### config.mk
export PLATFORM = sky130hd
export DESIGN_NAME = csv_line_field_splitter_top
export DESIGN_NICKNAME = d
export VERILOG_FILES = /design/src/rtl/csvs_pkg.sv /design/src/rtl/csv_line_field_splitter_top.sv
export VERILOG_INCLUDE_DIRS = /design/src /design/src/rtl
export SDC_FILE = /design/constraint.sdc
export NUM_CORES = 1
export LEC_CHECK = 0
export BUFFER_PORTS_ARGS = -buffer_cell sky130_fd_sc_hd__buf_2
export CAP_MARGIN = 0
export CORE_MARGIN = 4
export CORE_UTILIZATION = 54
export CTS_CLUSTER_DIAMETER = 80
export DETAILED_ROUTE_END_ITERATION = 8
export HOLD_SLACK_MARGIN = 0.02
export PLACE_DENSITY = 0.82
export SLEW_MARGIN = 20
export SYNTH_ARGS = -nofsm -noshare
export SYNTH_HDL_FRONTEND = slang
export SYNTH_SLANG_ARGS = --single-unit
### constraint.sdc
create_clock -name clk -period 5.46 [get_ports clk]
set_input_delay 0 -clock clk [delete_from_list [all_inputs] [get_ports clk]]
set_output_delay 0 -clock clk [all_outputs]
set_load 0.02 [all_outputs]
### src/rtl/csv_line_field_splitter_top_defines.svh
// ----------------------------------------------------------------------------
// CSV line field splitter assertion macros
// Shared property wrappers for the splitter's concurrent checks.
// ----------------------------------------------------------------------------
`ifndef CSV_LINE_FIELD_SPLITTER_TOP_DEFINES_SVH
`define CSV_LINE_FIELD_SPLITTER_TOP_DEFINES_SVH

// Check that cons holds in the same cycle as ante.
`define CSVS_ASSERT_SAME(label, clk, rst, ante, cons) \
  label: assert property (@(posedge clk) disable iff (rst) (ante) |-> (cons)) \
    else $error("csv splitter check failed");

// Check that cons holds in the cycle after ante.
`define CSVS_ASSERT_NEXT(label, clk, rst, ante, cons) \
  label: assert property (@(posedge clk) disable iff (rst) (ante) |=> (cons)) \
    else $error("csv splitter check failed");

`endif

### src/rtl/csvs_pkg.sv
// ----------------------------------------------------------------------------
// CSV line field splitter package
// Character codes, limits and result kinds shared by the splitter.
// ----------------------------------------------------------------------------
package csvs_pkg;

  // Field limits
  localparam int unsigned MAX_FIELDS     = 8;
  localparam int unsigned FIELD_CAPACITY = 256;

  // Payload widths
  localparam int unsigned BYTE_W  = 8;
  localparam int unsigned FIELD_W = 3;
  localparam int unsigned POS_W   = 8;
  localparam int unsigned TOTAL_W = 4;
  localparam int unsigned KIND_W  = 3;

  // Character codes
  localparam logic [BYTE_W-1:0] CH_QUOTE = 8'h22;
  localparam logic [BYTE_W-1:0] CH_COMMA = 8'h2C;
  localparam logic [BYTE_W-1:0] CH_LF    = 8'h0A;
  localparam logic [BYTE_W-1:0] CH_CR    = 8'h0D;

  // Result kinds
  typedef enum logic [KIND_W-1:0] {
    KIND_NONE = 3'd0,
    KIND_DATA = 3'd1,
    KIND_SEP  = 3'd2,
    KIND_DONE = 3'd3,
    KIND_ERR  = 3'd4
  } kind_t;

endpackage

### src/rtl/csv_line_field_splitter_top.sv
// ----------------------------------------------------------------------------
// CSV line field splitter
// Splits a byte stream of one text line into comma-separated, optionally
// quoted fields, one result per input item.
// ----------------------------------------------------------------------------
// Usage:
//   Input stream s_axis: one line byte per item in tdata[7:0]; an item with
//   tlast high carries no byte and ends the line, resetting the parser.
//   Output stream m_axis: exactly one result per input item. tuser holds the
//   result kind (nothing, data byte, separator, line done, error); tdata
//   holds the byte, field number, position in field and field count.
//   The result of an accepted item is registered and presented on m_axis
//   from the next cycle on.
//   Throughput is one item per cycle while the receiver keeps up; the parse
//   state (mode, field index, field length) updates with each accepted
//   item; the one result register is refilled in the same cycle it is drained.
//   When the receiver stalls, the result register holds its item and
//   s_axis_tready drops until that item is taken.
//   Reset (rst, synchronous) empties the result register and returns the
//   parser to the unquoted start of a line.
// ----------------------------------------------------------------------------
`include "csv_line_field_splitter_top_defines.svh"

module csv_line_field_splitter_top
  import csvs_pkg::*;
(
  input  logic        clk,
  input  logic        rst,
  input  logic        s_axis_tvalid,
  output logic        s_axis_tready,
  input  logic [7:0]  s_axis_tdata,   // [7:0] char_byte
  input  logic        s_axis_tlast,   // line_end
  output logic        m_axis_tvalid,
  input  logic        m_axis_tready,
  output logic [23:0] m_axis_tdata,   // [7:0] data_byte, [10:8] field_number,
                                      // [18:11] char_position,
                                      // [22:19] field_total, [23] zero
  output logic [2:0]  m_axis_tuser    // [2:0] result_kind
);

  typedef enum logic [2:0] {
    MODE_UNQ  = 3'd0,
    MODE_INQ  = 3'd1,
    MODE_PEND = 3'd2,
    MODE_DONE = 3'd3,
    MODE_ERR  = 3'd4
  } mode_t;

  // Parser state
  mode_t              mode, mode_next;
  logic [FIELD_W-1:0] cur_field, cur_field_next;
  logic [POS_W-1:0]   field_len, field_len_next;

  // Result register
  kind_t              res_kind;
  logic [BYTE_W-1:0]  res_byte;
  logic [FIELD_W-1:0] res_field;
  logic [POS_W-1:0]   res_pos;
  logic [TOTAL_W-1:0] res_total;

  // Next result
  kind_t              kind_next;
  logic [BYTE_W-1:0]  byte_next;
  logic [FIELD_W-1:0] field_next;
  logic [POS_W-1:0]   pos_next;
  logic [TOTAL_W-1:0] total_next;

  logic              in_accept;
  logic [BYTE_W-1:0] ch;
  logic              is_quote;
  logic              unq_path;
  logic              app_path;
  logic [BYTE_W-1:0] app_byte;
  logic              len_full;
  logic              fields_full;

  assign s_axis_tready = !m_axis_tvalid || m_axis_tready;
  assign in_accept     = s_axis_tvalid && s_axis_tready;
  assign ch            = s_axis_tdata;
  assign is_quote      = (ch == CH_QUOTE);
  assign len_full      = (32'(field_len) + 32'd1 >= FIELD_CAPACITY);
  assign fields_full   = (32'(cur_field) + 32'd1 >= MAX_FIELDS);

  // Work out the next parser state and the result of the current item
  always_comb begin
    mode_next      = mode;
    cur_field_next = cur_field;
    field_len_next = field_len;
    kind_next      = KIND_NONE;
    byte_next      = '0;
    field_next     = '0;
    pos_next       = '0;
    total_next     = '0;
    unq_path       = 1'b0;
    app_path       = 1'b0;
    app_byte       = ch;

    if (s_axis_tlast) begin
      // End of line: report and restart
      case (mode)
        MODE_UNQ, MODE_PEND: begin
          kind_next  = KIND_DONE;
          field_next = cur_field;
          total_next = {1'b0, cur_field} + 4'd1;
        end
        MODE_INQ: begin
          kind_next  = KIND_ERR;
          field_next = cur_field;
        end
        default: begin
          kind_next = KIND_NONE;
        end
      endcase
      mode_next      = MODE_UNQ;
      cur_field_next = '0;
      field_len_next = '0;
    end else begin
      case (mode)
        MODE_UNQ: begin
          unq_path = 1'b1;
        end
        MODE_INQ: begin
          if (is_quote) begin
            mode_next = MODE_PEND;
          end else begin
            app_path = 1'b1;
          end
        end
        MODE_PEND: begin
          if (is_quote) begin
            mode_next = MODE_INQ;
            app_path  = 1'b1;
            app_byte  = CH_QUOTE;
          end else begin
            mode_next = MODE_UNQ;
            unq_path  = 1'b1;
          end
        end
        default: begin
          kind_next = KIND_NONE;
        end
      endcase

      // Byte outside quotes
      if (unq_path) begin
        if (is_quote) begin
          if (field_len != '0) begin
            kind_next  = KIND_ERR;
            field_next = cur_field;
            mode_next  = MODE_ERR;
          end else begin
            mode_next = MODE_INQ;
          end
        end else if (ch == CH_COMMA) begin
          if (fields_full) begin
            kind_next  = KIND_ERR;
            field_next = cur_field;
            mode_next  = MODE_ERR;
          end else begin
            kind_next      = KIND_SEP;
            field_next     = cur_field;
            cur_field_next = cur_field + 3'd1;
            field_len_next = '0;
            mode_next      = MODE_UNQ;
          end
        end else if (ch == CH_LF || ch == CH_CR) begin
          kind_next  = KIND_DONE;
          field_next = cur_field;
          total_next = {1'b0, cur_field} + 4'd1;
          mode_next  = MODE_DONE;
        end else begin
          app_path = 1'b1;
        end
      end

      // Append a byte to the current field
      if (app_path) begin
        if (len_full) begin
          kind_next  = KIND_ERR;
          field_next = cur_field;
          mode_next  = MODE_ERR;
        end else begin
          kind_next      = KIND_DATA;
          byte_next      = app_byte;
          field_next     = cur_field;
          pos_next       = field_len;
          field_len_next = field_len + 8'd1;
        end
      end
    end
  end

  // Advance parser state and the result register
  always_ff @(posedge clk) begin
    if (rst) begin
      mode          <= MODE_UNQ;
      cur_field     <= '0;
      field_len     <= '0;
      m_axis_tvalid <= 1'b0;
    end else begin
      if (in_accept) begin
        mode          <= mode_next;
        cur_field     <= cur_field_next;
        field_len     <= field_len_next;
        m_axis_tvalid <= 1'b1;
      end else if (m_axis_tready) begin
        m_axis_tvalid <= 1'b0;
      end
    end
  end

  // Load result payload
  always_ff @(posedge clk) begin
    if (in_accept) begin
      res_kind  <= kind_next;
      res_byte  <= byte_next;
      res_field <= field_next;
      res_pos   <= pos_next;
      res_total <= total_next;
    end
  end

  assign m_axis_tuser = res_kind;
  assign m_axis_tdata = {1'b0, res_total, res_pos, res_field, res_byte};

  // Checks
  `CSVS_ASSERT_NEXT(a_result_follows, clk, rst, in_accept, m_axis_tvalid)
  `CSVS_ASSERT_NEXT(a_quiet_after_end, clk, rst,
    in_accept && !s_axis_tlast && (mode == MODE_DONE || mode == MODE_ERR),
    m_axis_tuser == KIND_NONE)
  `CSVS_ASSERT_SAME(a_pos_in_range, clk, rst,
    m_axis_tvalid && m_axis_tuser == KIND_DATA,
    32'(m_axis_tdata[18:11]) + 32'd1 < FIELD_CAPACITY)
  `CSVS_ASSERT_SAME(a_total_matches, clk, rst,
    m_axis_tvalid && m_axis_tuser == KIND_DONE,
    m_axis_tdata[22:19] == {1'b0, m_axis_tdata[10:8]} + 4'd1)

endmodule

# == Yosys cells after proc, flatten, opt, wreduce, memory -nomap -nowiden ==
# Cells that the tools add are included.
# totals
reg_bits,41
inputBits,13
elab_cells,100
# classes
add_sub_neg,5
magnitude_cmp,2
n_eq_ne,8
n_mux,62
n_bitwise,1
n_reduce_logical,13
# ops
op,n
2-to-1 mux 3 bit,31
2-to-1 mux 8 bit,9
2-to-1 mux 4 bit,6
== test 8 x 4 -> 1 bit (second input constant),2
== test 8 x 6 -> 1 bit (second input constant),2
case mux 3 bit (2 select lines),2
2-to-1 mux 1 bit,11
adder 8 x 1 -> 9 bit (second input constant),1
greater-or-equal comparator 9 bit (second input constant),1
adder 3 x 1 -> 4 bit (second input constant),2
adder 8 x 1 -> 8 bit (second input constant),1
nonzero test 8 bit,1
nonzero test 2 bit,3
OR reduction 3 bit,2
AND reduction 5 bit,1
greater-or-equal comparator 4 bit (second input constant),1
inequality test 2 bit (second input constant),2
case mux 1 bit (2 select lines),2
adder 3 x 1 -> 3 bit (second input constant),1
== test 3 x 1 -> 1 bit (second input constant),1
== test 3 x 2 -> 1 bit (second input constant),1
zero test 3 bit,1
logical OR 1 bit,2
2-to-1 mux 2 bit,1
4 further kinds,4

# == Depth between registers and ports, before layout ==
# Gate-level depths: netlist of run 1.
# depth
word_depth,10
depth_mapped,8

# == Worst setup path after synthesis of run 1 ==
# OpenSTA, ideal clock, no wires.
# synth_timing
kind,register to register
from,register field_len[0]
to,register res_field[0] (data pin)
arrival_ps,1875
required_time_ps,5205
setup_slack_ps,3331
stages_incl_launch_ff,9
n_path_buf,0
synth_period_minus_slack_ps,2129
cell_sequence,dfxtp_1 -> inv_1 -> ha_1 -> or4b_2 -> nor4_1 -> nor2b_1 -> o22a_1 -> nor2_1 -> and2_1
# synth_between
elab_chain_len,6
# synth_lines
item,line_no,rtl
from (decl),csv_line_field_splitter_top.sv:52,"logic [POS_W-1:0] field_len, field_len_next;"
from (signal assigned),csv_line_field_splitter_top.sv:204,field_len <= field_len_next;
nonzero test 8 bit,csv_line_field_splitter_top.sv:147,if (field_len != '0) begin
2-to-1 mux 3 bit,csv_line_field_splitter_top.sv:147,
2-to-1 mux 3 bit,csv_line_field_splitter_top.sv:146,if (is_quote) begin
2-to-1 mux 3 bit,csv_line_field_splitter_top.sv:145,if (unq_path) begin
2-to-1 mux 3 bit,csv_line_field_splitter_top.sv:177,if (app_path) begin
2-to-1 mux 3 bit,csv_line_field_splitter_top.sv:98,if (s_axis_tlast) begin
via field_next[0],csv_line_field_splitter_top.sv:64,logic [FIELD_W-1:0] field_next;
to (signal assigned),csv_line_field_splitter_top.sv:217,res_field <= field_next;
to (decl),csv_line_field_splitter_top.sv:57,logic [FIELD_W-1:0] res_field;
# The timed path passes the listed nets, and every way through them passes these cells.
# A chain may end at the register's enable or synchronous reset.

# == Final worst setup path of run 1 ==
# layout_timing
from,register field_len[0]
to,register res_byte[0] (data pin)
# layout_between
elab_chain_len,3
# layout_lines
item,line_no,rtl
adder 8 x 1 -> 9 bit,csv_line_field_splitter_top.sv:81,assign len_full = (32'(field_len) + 32'd1 >= FIELD_CAPACITY);
greater-or-equal comparator 9 bit,csv_line_field_splitter_top.sv:81,
OR reduction 3 bit (no source line),--,
to (signal assigned),csv_line_field_splitter_top.sv:216,res_byte <= byte_next;
to (decl),csv_line_field_splitter_top.sv:56,logic [BYTE_W-1:0] res_byte;
# No other way between the ends.

==> results.json, run 1 <==
{
  "place_inst": 288,
  "arrival_ns": 2.51,
  "routedWlPerCell_um": 15.0,
  "worstRegToRegCells": 7,
  "core_area_um2": 3720,
  "numClockSinks": 41,
  "final_cell_count_no_fill": 299,
  "crit_fanout": 17,
  "tns_ns": 0,
  "root_buffer": "clkbuf_8",
  "ys.flop_type": "edfxtp_1",
  "p_leak_uw": 0.000916,
  "cts_buffers": 5,
  "mostFrequentLayoutCell": "buf_2",
  "min_to": "res_byte[7]",
  "antenna_cells": 0,
  "regToRegStartpoint": "field_len[0]",
  "die_area_um2": 4950,
  "hp-class": "input pin to register",
  "antenna_found_initial": 0,
  "setup_violations": 0,
  "final_max_slew_viol_count": 0,
  "slew_headroom": 0.524,
  "cts_tree": "done",
  "drc": 0,
  "worstPathCellList": "ha_1 -> nand3_1 -> nor3_1 -> or2_1 -> o32a_4 -> nor2_1 -> and2_1",
  "htree_num_levels": 2,
  "clock_skew_ns": 0.00990,
  "required_ns": 5.61,
  "grt_setup_unrepaired": "no",
  "critPathCaptureType": "register",
  "fillCellCount": 318,
  "dieWidth_um": 70.3,
  "start_util": 0.565,
  "syn_inst": 209,
  "tightest_slew_ns": 0.711,
  "hp-start": "s_axis_tdata[7]",
  "drtIter0Drc": 125,
  "max_stage_delay_ns": 0.58,
  "mostFrequentLayoutCells": "buf_2 (40), edfxtp_1 (26), nor2_1 (18)",
  "post_cts_buffers": 0,
  "clk_pin_slew_ns": 0.08,
  "yosys_warnings": 0,
  "area_growth_pct": 15.9,
  "first_pass_iters": 4,
  "synth_edf_count": 26,
  "async_flop_share": 0,
  "fmax_ghz": 0.423,
  "grt_pass1_vias": 1579,
  "hold_viol_final": 0,
  "finalCriticalPeriod_ns": 2.36,
  "ant_nets": 0,
  "netlist_area_um2": 2100,
  "ff_latch_area_um2": 1080,
  "regToRegSetupSlack_ns": 3.10,
  "avgSynthCellArea_um2": 10.0,
  "synth_seq_area_share": 0.515,
  "powerDensity_nw_per_um2": 247,
  "start_kind": "register",
  "status": "finished, final reports clean",
  "yosysUniqueCellTypes": 49,
  "wl_mm": 4.49,
  "synth_seq_cells": 41,
  "path_class": "register to register",
  "multi_input_area_um2": 936,
  "clockBufferDepth": 2,
  "viasPerCell": 5.82,
  "vias": 1740,
  "drive_gt1_frac": 0.223,
  "grt_start_max_net_pins": 32,
  "die_y_um": 70.3,
  "io-pin-count": 42,
  "critPathSlowestCell": "nor2_1",
  "ir_worst_vdd_v": 0.000139,
  "grt_use_total": 0.188,
  "dpl.hpwl_mm": 3.25,
  "routabilityCongestion": 0.849,
  "port_buffers": 40,
  "fin_crit_sh": 0.433,
  "placementRows": 22,
  "gr-total-overflow": 0,
  "worstReg2RegEnd": "res_byte[0]",
  "synth.net_count": 225,
  "nets": 266,
  "holdPathStages": 2,
  "maxCapViolCount": 0,
  "grt_pass1_wl_mm": 7.50,
  "clock_latency_ns": 0.29
}
==> synthesized netlist by cell type (2+ instances only) <==
| cell | instances | share of area |
|---|---|---|
| o21a_1 | 2 | 0.0072 |
| o21ai_0 | 13 | 0.031 |
| nor4_1 | 2 | 0.0060 |
| nor3_1 | 9 | 0.021 |
| nor2_1 | 18 | 0.032 |
| a2bb2oi_1 | 2 | 0.0083 |
| o221ai_1 | 3 | 0.013 |
| buf_2 | 2 | 0.0048 |
| ha_1 | 3 | 0.018 |
| edfxtp_1 | 26 | 0.37 |
| and2_1 | 17 | 0.051 |
| nand2_1 | 15 | 0.027 |
| nand3b_1 | 2 | 0.0072 |
| or4_1 | 3 | 0.011 |
| o22ai_1 | 2 | 0.0060 |
| inv_1 | 8 | 0.014 |
| dfxtp_1 | 15 | 0.14 |
| o22a_1 | 2 | 0.0083 |
| o211ai_1 | 3 | 0.011 |
| nor2b_1 | 4 | 0.012 |
| mux2_1 | 2 | 0.011 |
| nand3_1 | 10 | 0.024 |
| o41ai_1 | 2 | 0.0083 |
| nand2b_1 | 3 | 0.0089 |
| a21oi_1 | 10 | 0.024 |
| and3_1 | 2 | 0.0060 |
| clkbuf_1 | 6 | 0.011 |
| a31o_1 | 2 | 0.0083 |
==> kinds of logic after synthesis <==
| logic type | share of synthesized area |
|---|---|
| and+or+nand+nor | 0.243 |
| AOI/OAI and AO/OA | 0.163 |
| DFF | 0.515 |
| buffers and inverters | 0.0388 |
| adders and majority gates | 0.0179 |
| muxes | 0.0155 |
| other | 0.00179 |
| xor gates and xnor gates | 0.00417 |
==> sequential cells by signal, indices dropped and copies added (netlist names) <==
register	count
res_field	3
m_axis_tuser	3
res_byte	8
cur_field	3
res_total	4
res_pos	8
m_axis_tvalid	1
mode	3
field_len	8
==> final cells by class <==
cell class,instances,area share
Sequential cell,41,0.445
Multi-Input combinational cell,150,0.385
Timing Repair Buffer,44,0.0978
Clock buffer,5,0.0283
Tap cell,48,0.0247
Inverter,8,0.0124
Clock inverter,3,0.00721
==> per-stage QoR <==
step           area [um^2]  utilization  power [uW]  setup slack, ns  hold WS [ns]
2_1_floorplan         2100            -         394             3.33         0.129
3_3_place_gp          2310        0.623         414             3.23         0.248
3_5_place_dp          2310        0.623         417             3.14         0.260
4_1_cts               2430        0.654         604             3.12        0.0357
5_1_grt               2430        0.654         625             2.89        0.0468
6_report              2430        0.654         601             3.10        0.0405
==> power breakdown <==
group	internal [uW]	switching (uW)	total, uW
Combinational	22.0	44.6	66.6
Clock	88.1	102	190
Sequential	341	3.48	345
==> metal layers <==
layer	global-route usage	share of wire
met3	0.0417	0.069
met2	0.309	0.50
met1	0.248	0.43
met4	0.0574	0.0085
met5	0	0
==> how the worst max path moves through the flow <==
stage | start | endpoint | slack (ns)
finish | field_len[0] | res_byte[0] | 3.10
detailed placement | field_len[0] | res_byte[0] | 3.14
global placement | field_len[0] | m_axis_tuser[2] | 3.23
CTS | field_len[0] | res_byte[0] | 3.12
global route | field_len[0] | res_byte[0] | 2.89
floorplan | field_len[0] | res_field[0] | 3.33
==> worst max-delay path, delay by kind of cell, from the launching register on <==
| family | cells | cell delay, ns |
|---|---|---|
| and+or+nand+nor | 5 | 1.31 |
| DFF | 1 | 0.37 |
| adders and majority gates | 1 | 0.25 |
| AOI/OAI and AO/OA | 1 | 0.30 |
==> what timing repair did <==
item / CTS / global route
endpoints found under the setup margin: 0 / 0
hold endpoints to repair: 5 / 0
gates resized for setup: 0 / 0
hold buffers: 3 / 0
(Power assumes the default switching activity.)
==> run 2, diff against run 1 <==
--- a/config.mk
+++ b/config.mk
@@ -6,14 +6,15 @@
 export SDC_FILE = /design/constraint.sdc
 export NUM_CORES = 1
 export LEC_CHECK = 0
+export ABC_AREA = 1
 export BUFFER_PORTS_ARGS = -buffer_cell sky130_fd_sc_hd__buf_2
 export CAP_MARGIN = 0
 export CORE_MARGIN = 4
-export CORE_UTILIZATION = 54
+export CORE_UTILIZATION = 49
 export CTS_CLUSTER_DIAMETER = 80
 export DETAILED_ROUTE_END_ITERATION = 8
 export HOLD_SLACK_MARGIN = 0.02
-export PLACE_DENSITY = 0.82
+export PLACE_DENSITY = 0.78
 export SLEW_MARGIN = 20
 export SYNTH_ARGS = -nofsm -noshare
 export SYNTH_HDL_FRONTEND = slang
==> constraint.sdc (replaced) <==
create_clock -name clk -period 2.15 [get_ports clk]
set_input_delay 0 -clock clk [delete_from_list [all_inputs] [get_ports clk]]
set_output_delay 0 -clock clk [all_outputs]
set_load 0.02 [all_outputs]
==> results.json, run 2 <==
{
  "clock_skew_ns": 0.00548,
  "pwr-share-comb": 0.120,
  "postCtsHoldBufs": 2,
  "root_buffer": "clkbuf_8",
  "hold_viol_final": 0,
  "regToRegSetupSlack_ns": 0.24,
  "cts_buffers": 5,
  "finalCriticalPeriod_ns": 1.91,
  "final_cell_count_no_fill": 363,
  "nets": 326,
  "die_y_um": 74.8,
  "synth.most_common_cell": "nand2_1",
  "setup_violations": 0,
  "internal-power_uw": 1160,
  "worstRegToRegCells": 8,
  "regToRegStartpoint": "field_len[0]",
  "worstReg2RegEnd": "m_axis_tuser[0]",
  "cts_tree": "done",
  "cp_num_cells": 8,
  "dpl.hpwl_mm": 3.27,
  "powerDensity_nw_per_um2": 614,
  "ys_top_cells_by_area": "edfxtp_1 (36%), dfxtp_1 (14%), nand2_1 (11%), nor2_1 (6.9%), nand3_1 (4.8%)",
  "mostFrequentLayoutCell": "nand2_1",
  "arrival_ns": 1.95,
  "mostFrequentLayoutCells": "nand2_1 (63), nor2_1 (40), buf_2 (40)",
  "core_area_um2": 4320,
  "yosys_warnings": 0,
  "routedWlPerCell_um": 12.2,
  "ys.flop_type": "edfxtp_1",
  "start_util": 0.505,
  "fillCellCount": 386,
  "avgSynthCellArea_um2": 8.24,
  "synth.net_count": 281,
  "switching_share": 0.261,
  "viasPerCell": 5.04,
  "wl_mm": 4.42,
  "p_sw_uw": 408,
  "top_regs": "field_len x8, res_byte x8, res_pos x8",
  "path_class": "register to register",
  "p_clk_frac": 0.317,
  "drc": 0,
  "crit_fanout": 17,
  "fin_crit_sh": 0.888,
  "hp-class": "input pin to register",
  "numClockSinks": 41,
  "synth_top_family_by_area": "simple AND/OR/NAND/NOR gates",
  "critPathCaptureType": "register",
  "first_pass_iters": 4,
  "area_growth_pct": 16.7,
  "cts_resized": 0,
  "grt_use_total": 0.174,
  "drtIter0Drc": 164,
  "netlist_area_um2": 2180,
  "synthMuxAreaShare": 0,
  "critical_path.top_delay_family": "simple AND/OR/NAND/NOR gates",
  "antenna_found_initial": 0,
  "critPathSlowestCell": "dfxtp_1",
  "clock_latency_ns": 0.30,
  "max_stage_delay_ns": 0.43,
  "startpoint": "field_len[0]",
  "maxCapViolCount": 0,
  "path_common_cell": "nand3_1",
  "grt_pass1_vias": 1653,
  "ir_worst_vdd_v": 0.000221,
  "required_ns": 2.19,
  "syn_inst": 265,
  "gr-total-overflow": 0,
  "synth_seq_cells": 41,
  "async_flop_share": 0,
  "antenna_cells": 0,
  "seq_power_share": 0.564,
  "dieWidth_um": 74.8,
  "status": "finished, final reports clean",
  "grt_start_max_net_pins": 24,
  "fmax_ghz": 0.524,
  "ant_nets": 0,
  "final_max_slew_viol_count": 0,
  "yosysUniqueCellTypes": 32,
  "grt_setup_unrepaired": "no",
  "io-pin-count": 42,
  "place_inst": 353,
  "vias": 1830,
  "drive_gt1_frac": 0.270,
  "die_area_um2": 5590,
  "synthAdderAreaFrac": 0.0172,
  "grt_pass1_wl_mm": 7.40,
  "synth-compound-area-share": 0.0905,
  "critPathBufInv": 1,
  "synth_edf_count": 26,
  "start_kind": "register",
  "synthTopCellsByCount": "nand2_1 (63), nor2_1 (40), edfxtp_1 (26), inv_1 (21), nand3_1 (21)",
  "clk_pin_slew_ns": 0.08,
  "routabilityCongestion": 1.00,
  "synth_top_cell_by_area": "edfxtp_1",
  "synth_seq_area_share": 0.495,
  "yosys.area_share.simple": 0.313,
  "placementRows": 24,
  "post_cts_buffers": 0,
  "yosysTopAreaCellShare": 0.358,
  "htree_num_levels": 2,
  "clockBufferDepth": 2,
  "synth_xor_area_frac": 0.00802,
  "tns_ns": 0,
  "worstPathCellList": "ha_1 -> nand3_1 -> nor2_1 -> nand3_1 -> nor2_2 -> inv_2 -> nand3_4 -> nand2_1",
  "crit_path_end": "m_axis_tuser[0]",
  "port_buffers": 40,
  "p_leak_uw": 0.00107
}
## run 2: changes by cell type after synthesis, moves of 8 or more
cell     previous run  this run
o21ai_0            13         5
a21oi_1            10        18
and2_1             17         0
inv_2               0        11
nand3_1            10        21
nor2_1             18        40
inv_1               8        21
nand2_1            15        63
## run 2: tightest hold or removal path, delay by kind of cell
family	cells	cell delay, ns
buffers and inverters	2	0.13
AND/OR/NAND/NOR	1	0.09
## run 2: power groups by stage
stage	logic (uW)	clock network (uW)	registers [uW]
floorplan	79.5	0	940
global route	205	541	885
CTS	190	506	882
detailed placement	186	0	900
global placement	182	0	899
finish	187	495	882
## run 2: layer usage
| layer | GRT usage | vias up | routed length, um |
|---|---|---|---|
| li1 | - | 945 | - |
| met5 | 0 | - | 0 |
| met2 | 0.282 | 44 | 2140 |
| met1 | 0.220 | 832 | 1930 |
| met3 | 0.0401 | 9 | 261 |
| met4 | 0.0810 | 0 | 85 |
## run 2: cell families (layout without fill, tap and decap cells)
group	after synthesis	after routing
other cells	1	1
simple gates	147	147
buf+inv	39	85
compound gates	32	32
xor+xnor	2	2
flops	41	41
fa+ha+maj	3	3
## run 2: metrics by stage
step	hold WS, ns	utilization	instance area, um^2	worst slack [ns]	power [uW]
after floorplan	0.0624	-	2180	0.230	1020
after global placement	0.297	0.565	2440	0.347	1080
after detailed placement	0.317	0.565	2440	0.264	1090
after CTS	0.0373	0.589	2550	0.248	1580
after global routing	0.0578	0.589	2550	0.0261	1630
final	0.0390	0.589	2550	0.240	1560
## run 2: how the worst min path moves through the flow
stage | start | to | depth (start not counted)
floorplan | rst | field_len[6] | 1
detailed placement | s_axis_tdata[7] | res_byte[7] | 3
finish | s_axis_tdata[5] | res_byte[5] | 3
global route | s_axis_tdata[6] | res_byte[6] | 3
global placement | m_axis_tready | m_axis_tvalid | 4
CTS | s_axis_tdata[5] | res_byte[5] | 3
## run 2: layout make-up
| cell class | instances | area, um^2 | share of cell area |
|---|---|---|---|
| tap | 52 | 65.1 | 0.0255 |
| multi-input combinational | 185 | 940 | 0.369 |
| timing repair buffer | 45 | 255 | 0.100 |
| inverter | 32 | 120 | 0.0472 |
| sequential | 41 | 1080 | 0.424 |
| clock buffer | 5 | 68.8 | 0.0270 |
| clock inverter | 3 | 17.5 | 0.00688 |
==> run 3, diff against run 2 <==
--- a/config.mk
+++ b/config.mk
@@ -9,12 +9,16 @@
 export ABC_AREA = 1
 export BUFFER_PORTS_ARGS = -buffer_cell sky130_fd_sc_hd__buf_2
 export CAP_MARGIN = 0
+export CELL_PAD_IN_SITES_DETAIL_PLACEMENT = 0
+export CELL_PAD_IN_SITES_GLOBAL_PLACEMENT = 1
 export CORE_MARGIN = 4
-export CORE_UTILIZATION = 49
+export CORE_UTILIZATION = 36
 export CTS_CLUSTER_DIAMETER = 80
 export DETAILED_ROUTE_END_ITERATION = 8
+export GPL_ROUTABILITY_DRIVEN = 0
+export GPL_TIMING_DRIVEN = 0
 export HOLD_SLACK_MARGIN = 0.02
-export PLACE_DENSITY = 0.78
+export PLACE_DENSITY = 0.77
 export SLEW_MARGIN = 20
 export SYNTH_ARGS = -nofsm -noshare
 export SYNTH_HDL_FRONTEND = slang
==> results.json, run 3 (synthesis results as in run 2) <==
{
  "fin_crit_sh": 0.893,
  "grt_use_total": 0.131,
  "viasPerCell": 4.71,
  "antenna_cells": 0,
  "ant_nets": 0,
  "status": "finished, final reports clean",
  "crit_fanout": 10,
  "holdPathStages": 3,
  "maxCapViolCount": 0,
  "wl_mm": 4.68,
  "cp_num_cells": 9,
  "area_growth_pct": 19.1,
  "path_class": "register to register",
  "gr-total-overflow": 0,
  "critical_path.top_delay_family": "simple AND/OR/NAND/NOR gates",
  "clk_pin_slew_ns": 0.08,
  "numClockSinks": 41,
  "hp-class": "input pin to register",
  "clockBufferDepth": 2,
  "hold_viol_final": 0,
  "core_area_um2": 5890,
  "required_ns": 2.19,
  "grt_setup_unrepaired": "no",
  "mostFrequentLayoutCells": "nand2_1 (63), buf_2 (40), nor2_1 (39)",
  "arrival_ns": 1.96,
  "critPathBufInv": 2,
  "grt_start_max_net_pins": 27,
  "powerDensity_nw_per_um2": 593,
  "ir_worst_vdd_v": 0.000261,
  "die_y_um": 85.9,
  "final_max_slew_viol_count": 0,
  "nets": 331,
  "top_regs": "field_len x8, res_byte x8, res_pos x8",
  "dpl.hpwl_mm": 3.41,
  "mostFrequentLayoutCell": "nand2_1",
  "worstRegToRegCells": 9,
  "finalCriticalPeriod_ns": 1.92,
  "critPathSlowestCell": "dfxtp_1",
  "root_buffer": "clkbuf_8",
  "routedWlPerCell_um": 12.0,
  "placementRows": 28,
  "grt_pass1_vias": 1691,
  "worstPathCellList": "ha_1 -> nand3_1 -> nor2_2 -> nand3_1 -> nor2_2 -> inv_2 -> nand3_4 -> buf_4 -> nand2_1",
  "fmax_ghz": 0.521,
  "start_util": 0.371,
  "cts_tree": "done",
  "grt_pass1_wl_mm": 7.75,
  "first_pass_iters": 4,
  "slew_headroom": 0.647,
  "dieWidth_um": 85.9,
  "cts_buffers": 5,
  "vias": 1841,
  "drc": 0,
  "holdWs_ns": 0.0252,
  "antenna_found_initial": 0,
  "htree_num_levels": 2,
  "p_leak_uw": 0.00107,
  "fillCellCount": 619,
  "drtIter0Drc": 104,
  "max_stage_delay_ns": 0.40,
  "critPathCaptureType": "register",
  "clock_skew_ns": 0.00539,
  "tightest_slew_ns": 0.529,
  "tns_ns": 0,
  "io-pin-count": 42,
  "clock_latency_ns": 0.29,
  "die_area_um2": 7370,
  "port_buffers": 39,
  "setup_violations": 0,
  "start_kind": "register",
  "drive_gt1_frac": 0.278
}
## run 3: final timing paths
kind / to / slack [ns] / startpoint
worst max-delay path: m_axis_tuser[0] / 0.23 / field_len[1]
worst min-delay path: res_byte[6] / 0.03 / s_axis_tdata[6]
worst max register to register: m_axis_tuser[0] / 0.23 / field_len[1]
worst min register to register: mode[1] / 0.49 / mode[1]
## run 3: final cells by class
class	instances	area, um^2	area share
Clock inverter	3	12.5	0.00481
Inverter	32	124	0.0476
Multi-Input combinational cell	185	942	0.362
Tap cell	75	93.8	0.0361
Timing Repair Buffer	42	225	0.0866
Sequential cell	41	1080	0.416
Buffer	7	43.8	0.0168
Clock buffer	5	68.8	0.0265
Timing Repair inverter	1	7.51	0.00289
## run 3: worst min-delay path: cells and delay by family
family | cells | cell delay [ns]
and+or+nand+nor | 1 | 0.09
buffers and inverters | 2 | 0.11
## run 3: repair_timing
item | 4_1_cts | 5_1_grt
gates resized for setup | 0 | 6
hold buffers | 3 | 0
endpoints found under the hold margin | 6 | 0
endpoints found under the setup margin | 0 | 32
buffers inserted | 0 | 0
## run 3: metrics by stage
step            util  total power (uW)  setup WS (ns)  cell area, um^2  std cells
2_1_floorplan      -              1020          0.230             2180        265
3_3_place_gp   0.420              1080         0.0809             2470        379
3_5_place_dp   0.420              1080         0.0646             2470        379
4_1_cts        0.439              1570         0.0257             2580        390
5_1_grt        0.442              1620         0.0561             2600        391
6_report       0.442              1540          0.231             2600        391
## run 3: layer usage
metal  share of wire  up-vias  wire length, um  track usage
li1                -      952                -            -
met1            0.48      838             2260        0.177
met2            0.45       46             2100        0.204
met3           0.056        5              261       0.0327
met4           0.014        0               65       0.0432
met5               0        -                0            0
## run 3: power by group
part | switching [uW] | internal [uW] | total [uW]
registers | 10.2 | 872 | 882
logic | 129 | 58.5 | 187
clock network | 255 | 219 | 474
total | 394 | 1150 | 1540
